`src/mtss_pkg.sv`:
```
// ----------------------------------------------------------------------------
// Mip texture store package
// Shared payload types and command codes of the texture store and sampler.
// ----------------------------------------------------------------------------
package mtss_pkg;

	typedef enum logic [2:0] {
		CMD_BEGIN  = 3'd0,
		CMD_TEXEL  = 3'd1,
		CMD_CLEAR  = 3'd2,
		CMD_QUERY  = 3'd3,
		CMD_SAMPLE = 3'd4
	} cmd_t;

	typedef struct packed {
		logic [2:0]  command;
		logic [2:0]  face;
		logic [31:0] texel;
		logic [15:0] width;
		logic [15:0] height;
		logic [15:0] stride;
		logic [15:0] u_coord;
		logic [15:0] v_coord;
		logic [3:0]  mip_level;
	} req_t;

	typedef struct packed {
		logic        status;
		logic        present;
		logic        upload_done;
		logic [31:0] color;
	} rsp_t;

	// Datapath operations issued by the controller.
	typedef enum logic [2:0] {
		OP_NONE,
		OP_WRITE,
		OP_BUILD_RD,
		OP_BUILD_WR,
		OP_SMP_SETUP,
		OP_SMP_RD,
		OP_SMP_MIX
	} op_t;

	typedef struct packed {
		op_t        op;
		logic [1:0] tap;
	} dp_cmd_t;

endpackage

```
`src/mtss_ctrl.sv`:
```
// ----------------------------------------------------------------------------
// Mip texture store controller
// Command decode, upload bookkeeping, pyramid build and sample sequencing.
// ----------------------------------------------------------------------------
module mtss_ctrl #(
	parameter int TEXTURE_SIZE = 64,
	parameter int FACE_COUNT   = 6,
	parameter int MIP_LEVELS   = 7,
	parameter int AW           = 16,
	parameter int DW           = 9
) (
	input  logic                clk,
	input  logic                arst_n,
	input  logic                start,
	input  mtss_pkg::req_t      req,
	output logic                busy,
	output logic                done,
	output mtss_pkg::rsp_t      rsp,
	output mtss_pkg::dp_cmd_t   cmd,
	output logic [AW-1:0]       addr,
	output logic [31:0]         wdata,
	output logic [DW-1:0]       dim_m1,
	output logic [15:0]         u_coord,
	output logic [15:0]         v_coord,
	input  logic [DW-1:0]       x0,
	input  logic [DW-1:0]       y0,
	input  logic [31:0]         color
);
	import mtss_pkg::*;

	localparam int LVL0 = TEXTURE_SIZE * TEXTURE_SIZE;
	localparam int FACE_TEXELS = (4 * LVL0 - 1) / 3 + MIP_LEVELS;
	localparam int LW = $clog2(MIP_LEVELS);

	typedef enum logic [3:0] {
		ST_IDLE, ST_BUILD_RD, ST_BUILD_WAIT, ST_BUILD_WR,
		ST_SMP_SETUP, ST_SMP_RD, ST_SMP_WAIT, ST_SMP_MIX, ST_SMP_OUT
	} state_t;

	function automatic logic [DW-1:0] ldim(input logic [LW-1:0] l);
		int d;
		d = TEXTURE_SIZE >> l;
		return (d == 0) ? DW'(1) : DW'(d);
	endfunction

	function automatic logic [AW-1:0] lbase(input logic [LW-1:0] l);
		int o;
		o = 0;
		for (int i = 0; i < MIP_LEVELS; i++)
			if (i < int'(l)) o += int'(ldim(LW'(i))) * int'(ldim(LW'(i)));
		return AW'(o);
	endfunction

	state_t          state_q;
	logic [FACE_COUNT-1:0] pres_q;
	logic            open_q;
	logic [2:0]      uface_q, face_q;
	logic [AW-1:0]   cnt_q, fbase_q;
	logic [LW-1:0]   lvl_q;
	logic [DW-1:0]   bx_q, by_q, sx1_q, sy1_q;
	logic [1:0]      tap_q;
	logic [15:0]     u_q, v_q;
	logic [AW-1:0]   face_base;
	logic [DW-1:0]   sd, dd, sx, sy, sxa, sya, x1, y1;
	logic            face_ok;

	assign face_ok   = {1'b0, req.face} < 4'(FACE_COUNT);
	assign face_base = AW'(int'(face_q) * FACE_TEXELS);
	assign busy      = state_q != ST_IDLE;
	assign wdata     = req.texel;
	assign u_coord   = u_q;
	assign v_coord   = v_q;
	assign dd        = ldim(lvl_q);
	assign sd        = ldim(lvl_q - LW'(1));
	assign dim_m1    = dd - DW'(1);
	assign sx        = DW'({bx_q, 1'b0});
	assign sy        = DW'({by_q, 1'b0});
	assign sxa       = (sx + DW'(1) < sd) ? sx + DW'(1) : sx;
	assign sya       = (sy + DW'(1) < sd) ? sy + DW'(1) : sy;
	assign x1        = (x0 + DW'(1) < dd) ? x0 + DW'(1) : x0;
	assign y1        = (y0 + DW'(1) < dd) ? y0 + DW'(1) : y0;

	always_comb begin
		cmd  = '{op: OP_NONE, tap: tap_q};
		addr = '0;
		unique case (state_q)
			ST_IDLE: begin
				addr = AW'(int'(uface_q) * FACE_TEXELS) + cnt_q;
				if (start && req.command == CMD_TEXEL && open_q) cmd.op = OP_WRITE;
			end
			ST_BUILD_RD, ST_BUILD_WAIT: begin
				addr = face_base + lbase(lvl_q - LW'(1))
				     + AW'(tap_q[1] ? sya : sy) * AW'(sd) + AW'(tap_q[0] ? sxa : sx);
				if (state_q == ST_BUILD_WAIT) begin
					cmd.op = OP_BUILD_RD;
					cmd.tap = tap_q - 2'd1;
				end
			end
			ST_BUILD_WR: begin
				cmd.op = OP_BUILD_WR;
				addr = face_base + lbase(lvl_q) + AW'(by_q) * AW'(dd) + AW'(bx_q);
			end
			ST_SMP_SETUP: cmd.op = OP_SMP_SETUP;
			ST_SMP_RD, ST_SMP_WAIT: begin
				addr = face_base + lbase(lvl_q)
				     + AW'(tap_q[1] ? sy1_q : by_q) * AW'(dd)
				     + AW'(tap_q[0] ? sx1_q : bx_q);
				if (state_q == ST_SMP_WAIT) begin
					cmd.op = OP_SMP_RD;
					cmd.tap = tap_q - 2'd1;
				end
			end
			ST_SMP_MIX: cmd.op = OP_SMP_MIX;
			ST_SMP_OUT: ;
			default: ;
		endcase
	end

	always_ff @(posedge clk or negedge arst_n) begin
		if (!arst_n) begin
			state_q <= ST_IDLE;
			pres_q  <= '0;
			open_q  <= 1'b0;
			uface_q <= '0;
			cnt_q   <= '0;
			done    <= 1'b0;
			rsp     <= '0;
			lvl_q   <= '0;
			tap_q   <= '0;
			face_q  <= '0;
			bx_q <= '0; by_q <= '0; sx1_q <= '0; sy1_q <= '0;
			u_q <= '0; v_q <= '0;
		end else begin
			done <= 1'b0;
			unique case (state_q)
				ST_IDLE: if (start) begin
					rsp <= '0;
					done <= 1'b1;
					face_q <= req.face;
					unique case (req.command)
						CMD_BEGIN: begin
							if (!face_ok || req.width != 16'(TEXTURE_SIZE)
							    || req.height != 16'(TEXTURE_SIZE)
							    || req.stride < 16'(4 * TEXTURE_SIZE)) rsp.status <= 1'b1;
							else begin
								open_q <= 1'b1;
								uface_q <= req.face;
								cnt_q <= '0;
								pres_q[req.face] <= 1'b0;
							end
						end
						CMD_TEXEL: begin
							if (!open_q) rsp.status <= 1'b1;
							else if (cnt_q == AW'(LVL0 - 1)) begin
								cnt_q <= '0;
								open_q <= 1'b0;
								face_q <= uface_q;
								lvl_q <= LW'(1);
								bx_q <= '0; by_q <= '0; tap_q <= '0;
								done <= 1'b0;
								state_q <= ST_BUILD_RD;
							end else cnt_q <= cnt_q + AW'(1);
						end
						CMD_CLEAR: if (!face_ok) rsp.status <= 1'b1;
						           else pres_q[req.face] <= 1'b0;
						CMD_QUERY: rsp.present <= face_ok && pres_q[req.face];
						CMD_SAMPLE: begin
							if (!face_ok) begin
								rsp.status <= 1'b1;
								rsp.color <= '1;
							end else if (pres_q[req.face]) begin
								done <= 1'b0;
								lvl_q <= (req.mip_level >= 4'(MIP_LEVELS))
								       ? LW'(MIP_LEVELS - 1) : LW'(req.mip_level);
								u_q <= req.u_coord;
								v_q <= req.v_coord;
								tap_q <= '0;
								state_q <= ST_SMP_SETUP;
							end
						end
						default: rsp.status <= 1'b1;
					endcase
				end
				ST_BUILD_RD: begin
					tap_q <= tap_q + 2'd1;
					state_q <= ST_BUILD_WAIT;
				end
				ST_BUILD_WAIT: state_q <= (tap_q == 2'd0) ? ST_BUILD_WR : ST_BUILD_RD;
				ST_BUILD_WR: begin
					state_q <= ST_BUILD_RD;
					if (bx_q != dd - DW'(1)) bx_q <= bx_q + DW'(1);
					else begin
						bx_q <= '0;
						if (by_q != dd - DW'(1)) by_q <= by_q + DW'(1);
						else begin
							by_q <= '0;
							if (lvl_q == LW'(MIP_LEVELS - 1)) begin
								pres_q[face_q] <= 1'b1;
								rsp <= '{status: 1'b0, present: 1'b0, upload_done: 1'b1,
								         color: '0};
								done <= 1'b1;
								state_q <= ST_IDLE;
							end else lvl_q <= lvl_q + LW'(1);
						end
					end
				end
				ST_SMP_SETUP: begin
					bx_q <= x0; by_q <= y0; sx1_q <= x1; sy1_q <= y1;
					state_q <= ST_SMP_RD;
				end
				ST_SMP_RD: begin
					tap_q <= tap_q + 2'd1;
					state_q <= ST_SMP_WAIT;
				end
				ST_SMP_WAIT: state_q <= (tap_q == 2'd0) ? ST_SMP_MIX : ST_SMP_RD;
				ST_SMP_MIX: state_q <= ST_SMP_OUT;
				ST_SMP_OUT: begin
					rsp.color <= color;
					done <= 1'b1;
					state_q <= ST_IDLE;
				end
				default: state_q <= ST_IDLE;
			endcase
		end
	end
endmodule
```
`config.mk`:
```
export PLATFORM = sky130hd
export DESIGN_NAME = mtss_ctrl
export DESIGN_NICKNAME = d
export VERILOG_FILES = /design/src/mtss_pkg.sv /design/src/mtss_ctrl.sv
export SDC_FILE = /design/constraint.sdc
export NUM_CORES = 1
export LEC_CHECK = 0
export ABC_CLOCK_PERIOD_IN_PS = 11180
export BUFFER_PORTS_ARGS = -buffer_cell sky130_fd_sc_hd__buf_2
export CORE_ASPECT_RATIO = 1.75
export CORE_UTILIZATION = 59
export CTS_BUF_LIST = sky130_fd_sc_hd__clkbuf_16
export CTS_CLUSTER_DIAMETER = 50
export DETAILED_ROUTE_END_ITERATION = 7
export PLACE_DENSITY = 0.83
export SLEW_MARGIN = 20
export SYNTH_ARGS = -nofsm -noshare
export SYNTH_HDL_FRONTEND = slang
export SYNTH_SLANG_ARGS = --single-unit
export TNS_END_PERCENT = 10
```
`constraint.sdc`:
```
create_clock -name clk -period 11.18 [get_ports clk]
set_input_delay 1.677 -clock clk [delete_from_list [all_inputs] [get_ports clk]]
set_output_delay 1.677 -clock clk [all_outputs]
set_load 0.1 [all_outputs]
```
==> impl_metrics.py <==
metrics = {
    "synthesis": {
        "synthFlopType": "dfrtp_1",
        "postSynthNetCount": 2746,
        "ys_types": 83,
        "synth-seq-cells": 142,
        "avgSynthCellArea_um2": 8.83,
        "seq_area_frac_synth_pct": 18.7,
        "synth-async-reset-ratio_pct": 100,
        "synth_warnings": 0,
        "synth_area_um2": 19000,
        "synth_cells": 2158,
        "synth_edf_count": 0,
    },
    "critical_path": {
        "rr_worst_depth": 15,
        "cp_slowest_stage_delay_ns": 0.73,
        "crit_slowest_cell": "or4b_2",
        "crit_fanout": 8,
        "worstSetupPathType": "reg2out",
        "cpMostUsedCell": "inv_1",
        "worstReg2RegStart": "lvl_q[0]$_DFFE_PN0P_",
        "cp-start-kind": "register",
        "worstSetupEndpointType": "primary output",
        "timing.rr.end": "rsp[27]$_DFFE_PN0P_",
        "cp.arrival_ns": 8.65,
        "regToRegSetupSlack_ns": 5.97,
        "worstPathRequired_ns": 9.50,
    },
    "clocking": {
        "h-tree-depth": 4,
        "clock-sinks": 142,
        "clk_pin_slew_worst_paths_ns": 0.07,
        "clockBufferDepth": 2,
        "numCtsBuffers": 17,
        "postCtsHoldBufs": 0,
        "ctsResizeCount": 0,
        "cts_setup_buffers": 0,
        "root_buffer": "clkbuf_16",
        "tritoncts": "built",
        "clk_latency_ns": 0.45,
    },
    "die": {
        "start_util_pct": 60.2,
        "core_um2": 31600,
        "chipWidth_um": 138,
        "die_h_um": 240,
        "dieArea_um2": 33000,
        "pin_count": 306,
        "std_cell_rows": 86,
    },
    "global_routing": {
        "grt_pass1_vias": 17389,
        "grt-ovfl-total": 0,
        "grt_usage_pct": 37.4,
        "grt_start_max_net_pins": 75,
        "grt_pass1_wl_um": 91700,
        "antenna_found_initial": 0,
    },
    "placed_design": {
        "dp_hpwl_um": 47500,
        "io_buffers": 232,
        "dp.cells": 2685,
        "gp_congestion": 0.987,
    },
    "drt": {
        "viasPerCell": 6.12,
        "finalWirelength_um": 58500,
        "drc": 0,
        "via_count": 16624,
        "first_iter_violations": 978,
        "ant_nets": 0,
        "wire_per_inst_um": 21.5,
        "dr.pass1.iters": 6,
    },
    "run": {
        "maxCapViolations": 0,
    },
    "timing": {
        "worst_pin_slew_ns": 1.10,
        "setup-violations-final": 0,
        "fin_worst_skew_ns": 0.0128,
        "clock.fmax_ghz": 0.0968,
        "fin_crit_ns": 10.33,
        "setup_tns_ns": 0,
        "rsz0062_at_grt": "no",
        "finalCritPeriodShare_pct": 92.4,
        "drv_slew": 0,
        "hold_viol_final": 0,
        "max_slew_margin_pct": 26.0,
    },
    "final_layout": {
        "area_growth_pct": 9.66,
        "finalNetCount": 2897,
        "finalNonFillerCells": 2718,
        "drive_above_1_share_pct": 15.7,
        "diodes": 0,
    },
    "min_path": {
        "min_to": "sx1_q[5]$_DFFE_PN0P_",
        "hold_path_class": "reg2reg",
        "hp-start": "sx1_q[5]$_DFFE_PN0P_",
        "hold_depth": 2,
    },
    "outcome": {
        "status": "finished, final reports clean",
    },
}
-- cell usage after synthesis, types with 4 or more instances --
cell | number | share of area, %
buf_6 | 4 | 0.24
or3_1 | 10 | 0.33
inv_1 | 336 | 6.6
a22o_1 | 10 | 0.46
dfrtp_1 | 142 | 19
fa_1 | 193 | 20
nor2b_1 | 18 | 0.59
o21a_1 | 12 | 0.47
nand3_1 | 39 | 1.0
nand4_1 | 13 | 0.43
a22oi_1 | 9 | 0.35
and2_1 | 45 | 1.5
a211oi_1 | 12 | 0.47
buf_4 | 37 | 1.5
o21bai_1 | 9 | 0.35
nand2_1 | 218 | 4.3
xor2_1 | 42 | 1.9
a31oi_1 | 20 | 0.66
a31o_2 | 7 | 0.32
or4_1 | 5 | 0.20
mux2i_1 | 18 | 0.95
and3_1 | 42 | 1.4
a221oi_1 | 4 | 0.18
xnor2_1 | 56 | 2.6
or2_2 | 9 | 0.30
a21o_1 | 20 | 0.79
nand2b_1 | 16 | 0.53
o21ai_0 | 115 | 3.0
clkbuf_1 | 77 | 1.5
o31ai_1 | 12 | 0.47
mux2_2 | 44 | 2.6
a21oi_1 | 52 | 1.4
buf_1 | 4 | 0.079
nor3_1 | 29 | 0.76
o211ai_1 | 9 | 0.35
a2bb2oi_1 | 35 | 1.6
nor2_1 | 130 | 2.6
nor4_1 | 12 | 0.39
ha_1 | 220 | 14
a222oi_1 | 4 | 0.21
o31a_1 | 5 | 0.23
-- how the worst max path moves through the flow --
| stage | slack [ns] | end | start | cells past startpoint |
|---|---|---|---|---|
| 5_1_grt | 0.37 | addr[15] | lvl_q[0]$_DFFE_PN0P_ | 32 |
| 3_5_place_dp | 1.40 | addr[15] | lvl_q[0]$_DFFE_PN0P_ | 31 |
| 3_3_place_gp | 1.49 | addr[15] | lvl_q[0]$_DFFE_PN0P_ | 31 |
| 2_1_floorplan | 0.49 | addr[15] | lvl_q[2]$_DFFE_PN0P_ | 33 |
| 6_report | 0.85 | addr[15] | lvl_q[0]$_DFFE_PN0P_ | 31 |
| 4_1_cts | 0.87 | addr[15] | lvl_q[0]$_DFFE_PN0P_ | 31 |
-- worst max-delay path, delay by kind of cell (launching register included) --
kind                       cells  cell delay [ns]
AOI/OAI and AO/OA             11             2.32
xor gates and xnor gates       1             0.10
adders and majority gates      9             3.27
buffers and inverters          7             0.89
DFF                            1             0.38
and+or+nand+nor                3             1.22
-- per-stage QoR --
stage	hold WS, ns	setup WS, ns	util [%]	cell area, um^2
finish	0.489	0.850	66.0	20900
global route	0.511	0.369	66.0	20900
CTS	0.489	0.868	66.0	20900
detailed placement	0.473	1.40	64.1	20300
global placement	0.465	1.49	64.1	20300
floorplan	0.444	0.492	-	19000
-- layout make-up --
cell class,instances,area [um^2]
multi-input cells,1552,13600
well taps,396,495
inverters,341,1280
clock inverters,15,181
flip-flops and latches,142,3550
clock buffers,17,425
fillers,2607,10700
repair buffers,255,1350
-- sequential cells by signal (all words and copies together), names as in the netlist, 4 cells and up --
name     flops
u_coord     16
rsp         35
state_q      4
sx1_q        9
bx_q         9
pres_q       6
by_q         9
sy1_q        9
v_coord     16
cnt_q       16
-- layout by cell type, fill, tap and decap left out, types with 7 or more instances in the layout --
cell	instances
nor4_1	10
or2_2	9
o21bai_1	9
nand2b_1	16
xnor2_1	56
clkbuf_16	17
and3_1	42
a211oi_1	12
buf_2	231
nor2_1	130
o31ai_1	12
nand2_1	218
xor2_1	42
a21oi_1	52
fa_1	193
mux2_2	44
or3_1	10
inv_1	336
nor3_1	27
and2_1	45
ha_1	220
mux2i_1	18
o21ai_0	115
nand3_1	39
buf_4	22
a31oi_1	20
o211ai_1	9
nand4_1	13
a2bb2oi_1	35
o21a_1	12
a31o_2	7
a22oi_1	9
nor2b_1	18
a21o_1	20
a22o_1	10
dfrtp_1	142
-- cell families (layout without fill, tap and decap cells) --
kind of cell | Yosys count | after routing | share of synthesized area [%]
simple gates | 604 | 604 | 15.2
buf+inv | 464 | 628 | 10.0
fa+ha+maj | 413 | 413 | 34.7
compound gates | 372 | 372 | 13.1
flops | 142 | 142 | 18.7
xor+xnor | 99 | 99 | 4.62
mux | 63 | 63 | 3.63
other cells | 1 | 1 | 0.0197
-- layer usage --
layer / track usage (%) / routed length, um / vias to the layer above
met4: 34.8 / 6280 / 0
met1: 37.1 / 18300 / 8029
met3: 6.29 / 3780 / 292
met2: 64.9 / 30100 / 879
li1: - / - / 7424
met5: 0 / 0 / -
Power is not shown: default switching activity piles up to over one toggle a cycle in this logic, so the estimate is an artifact.
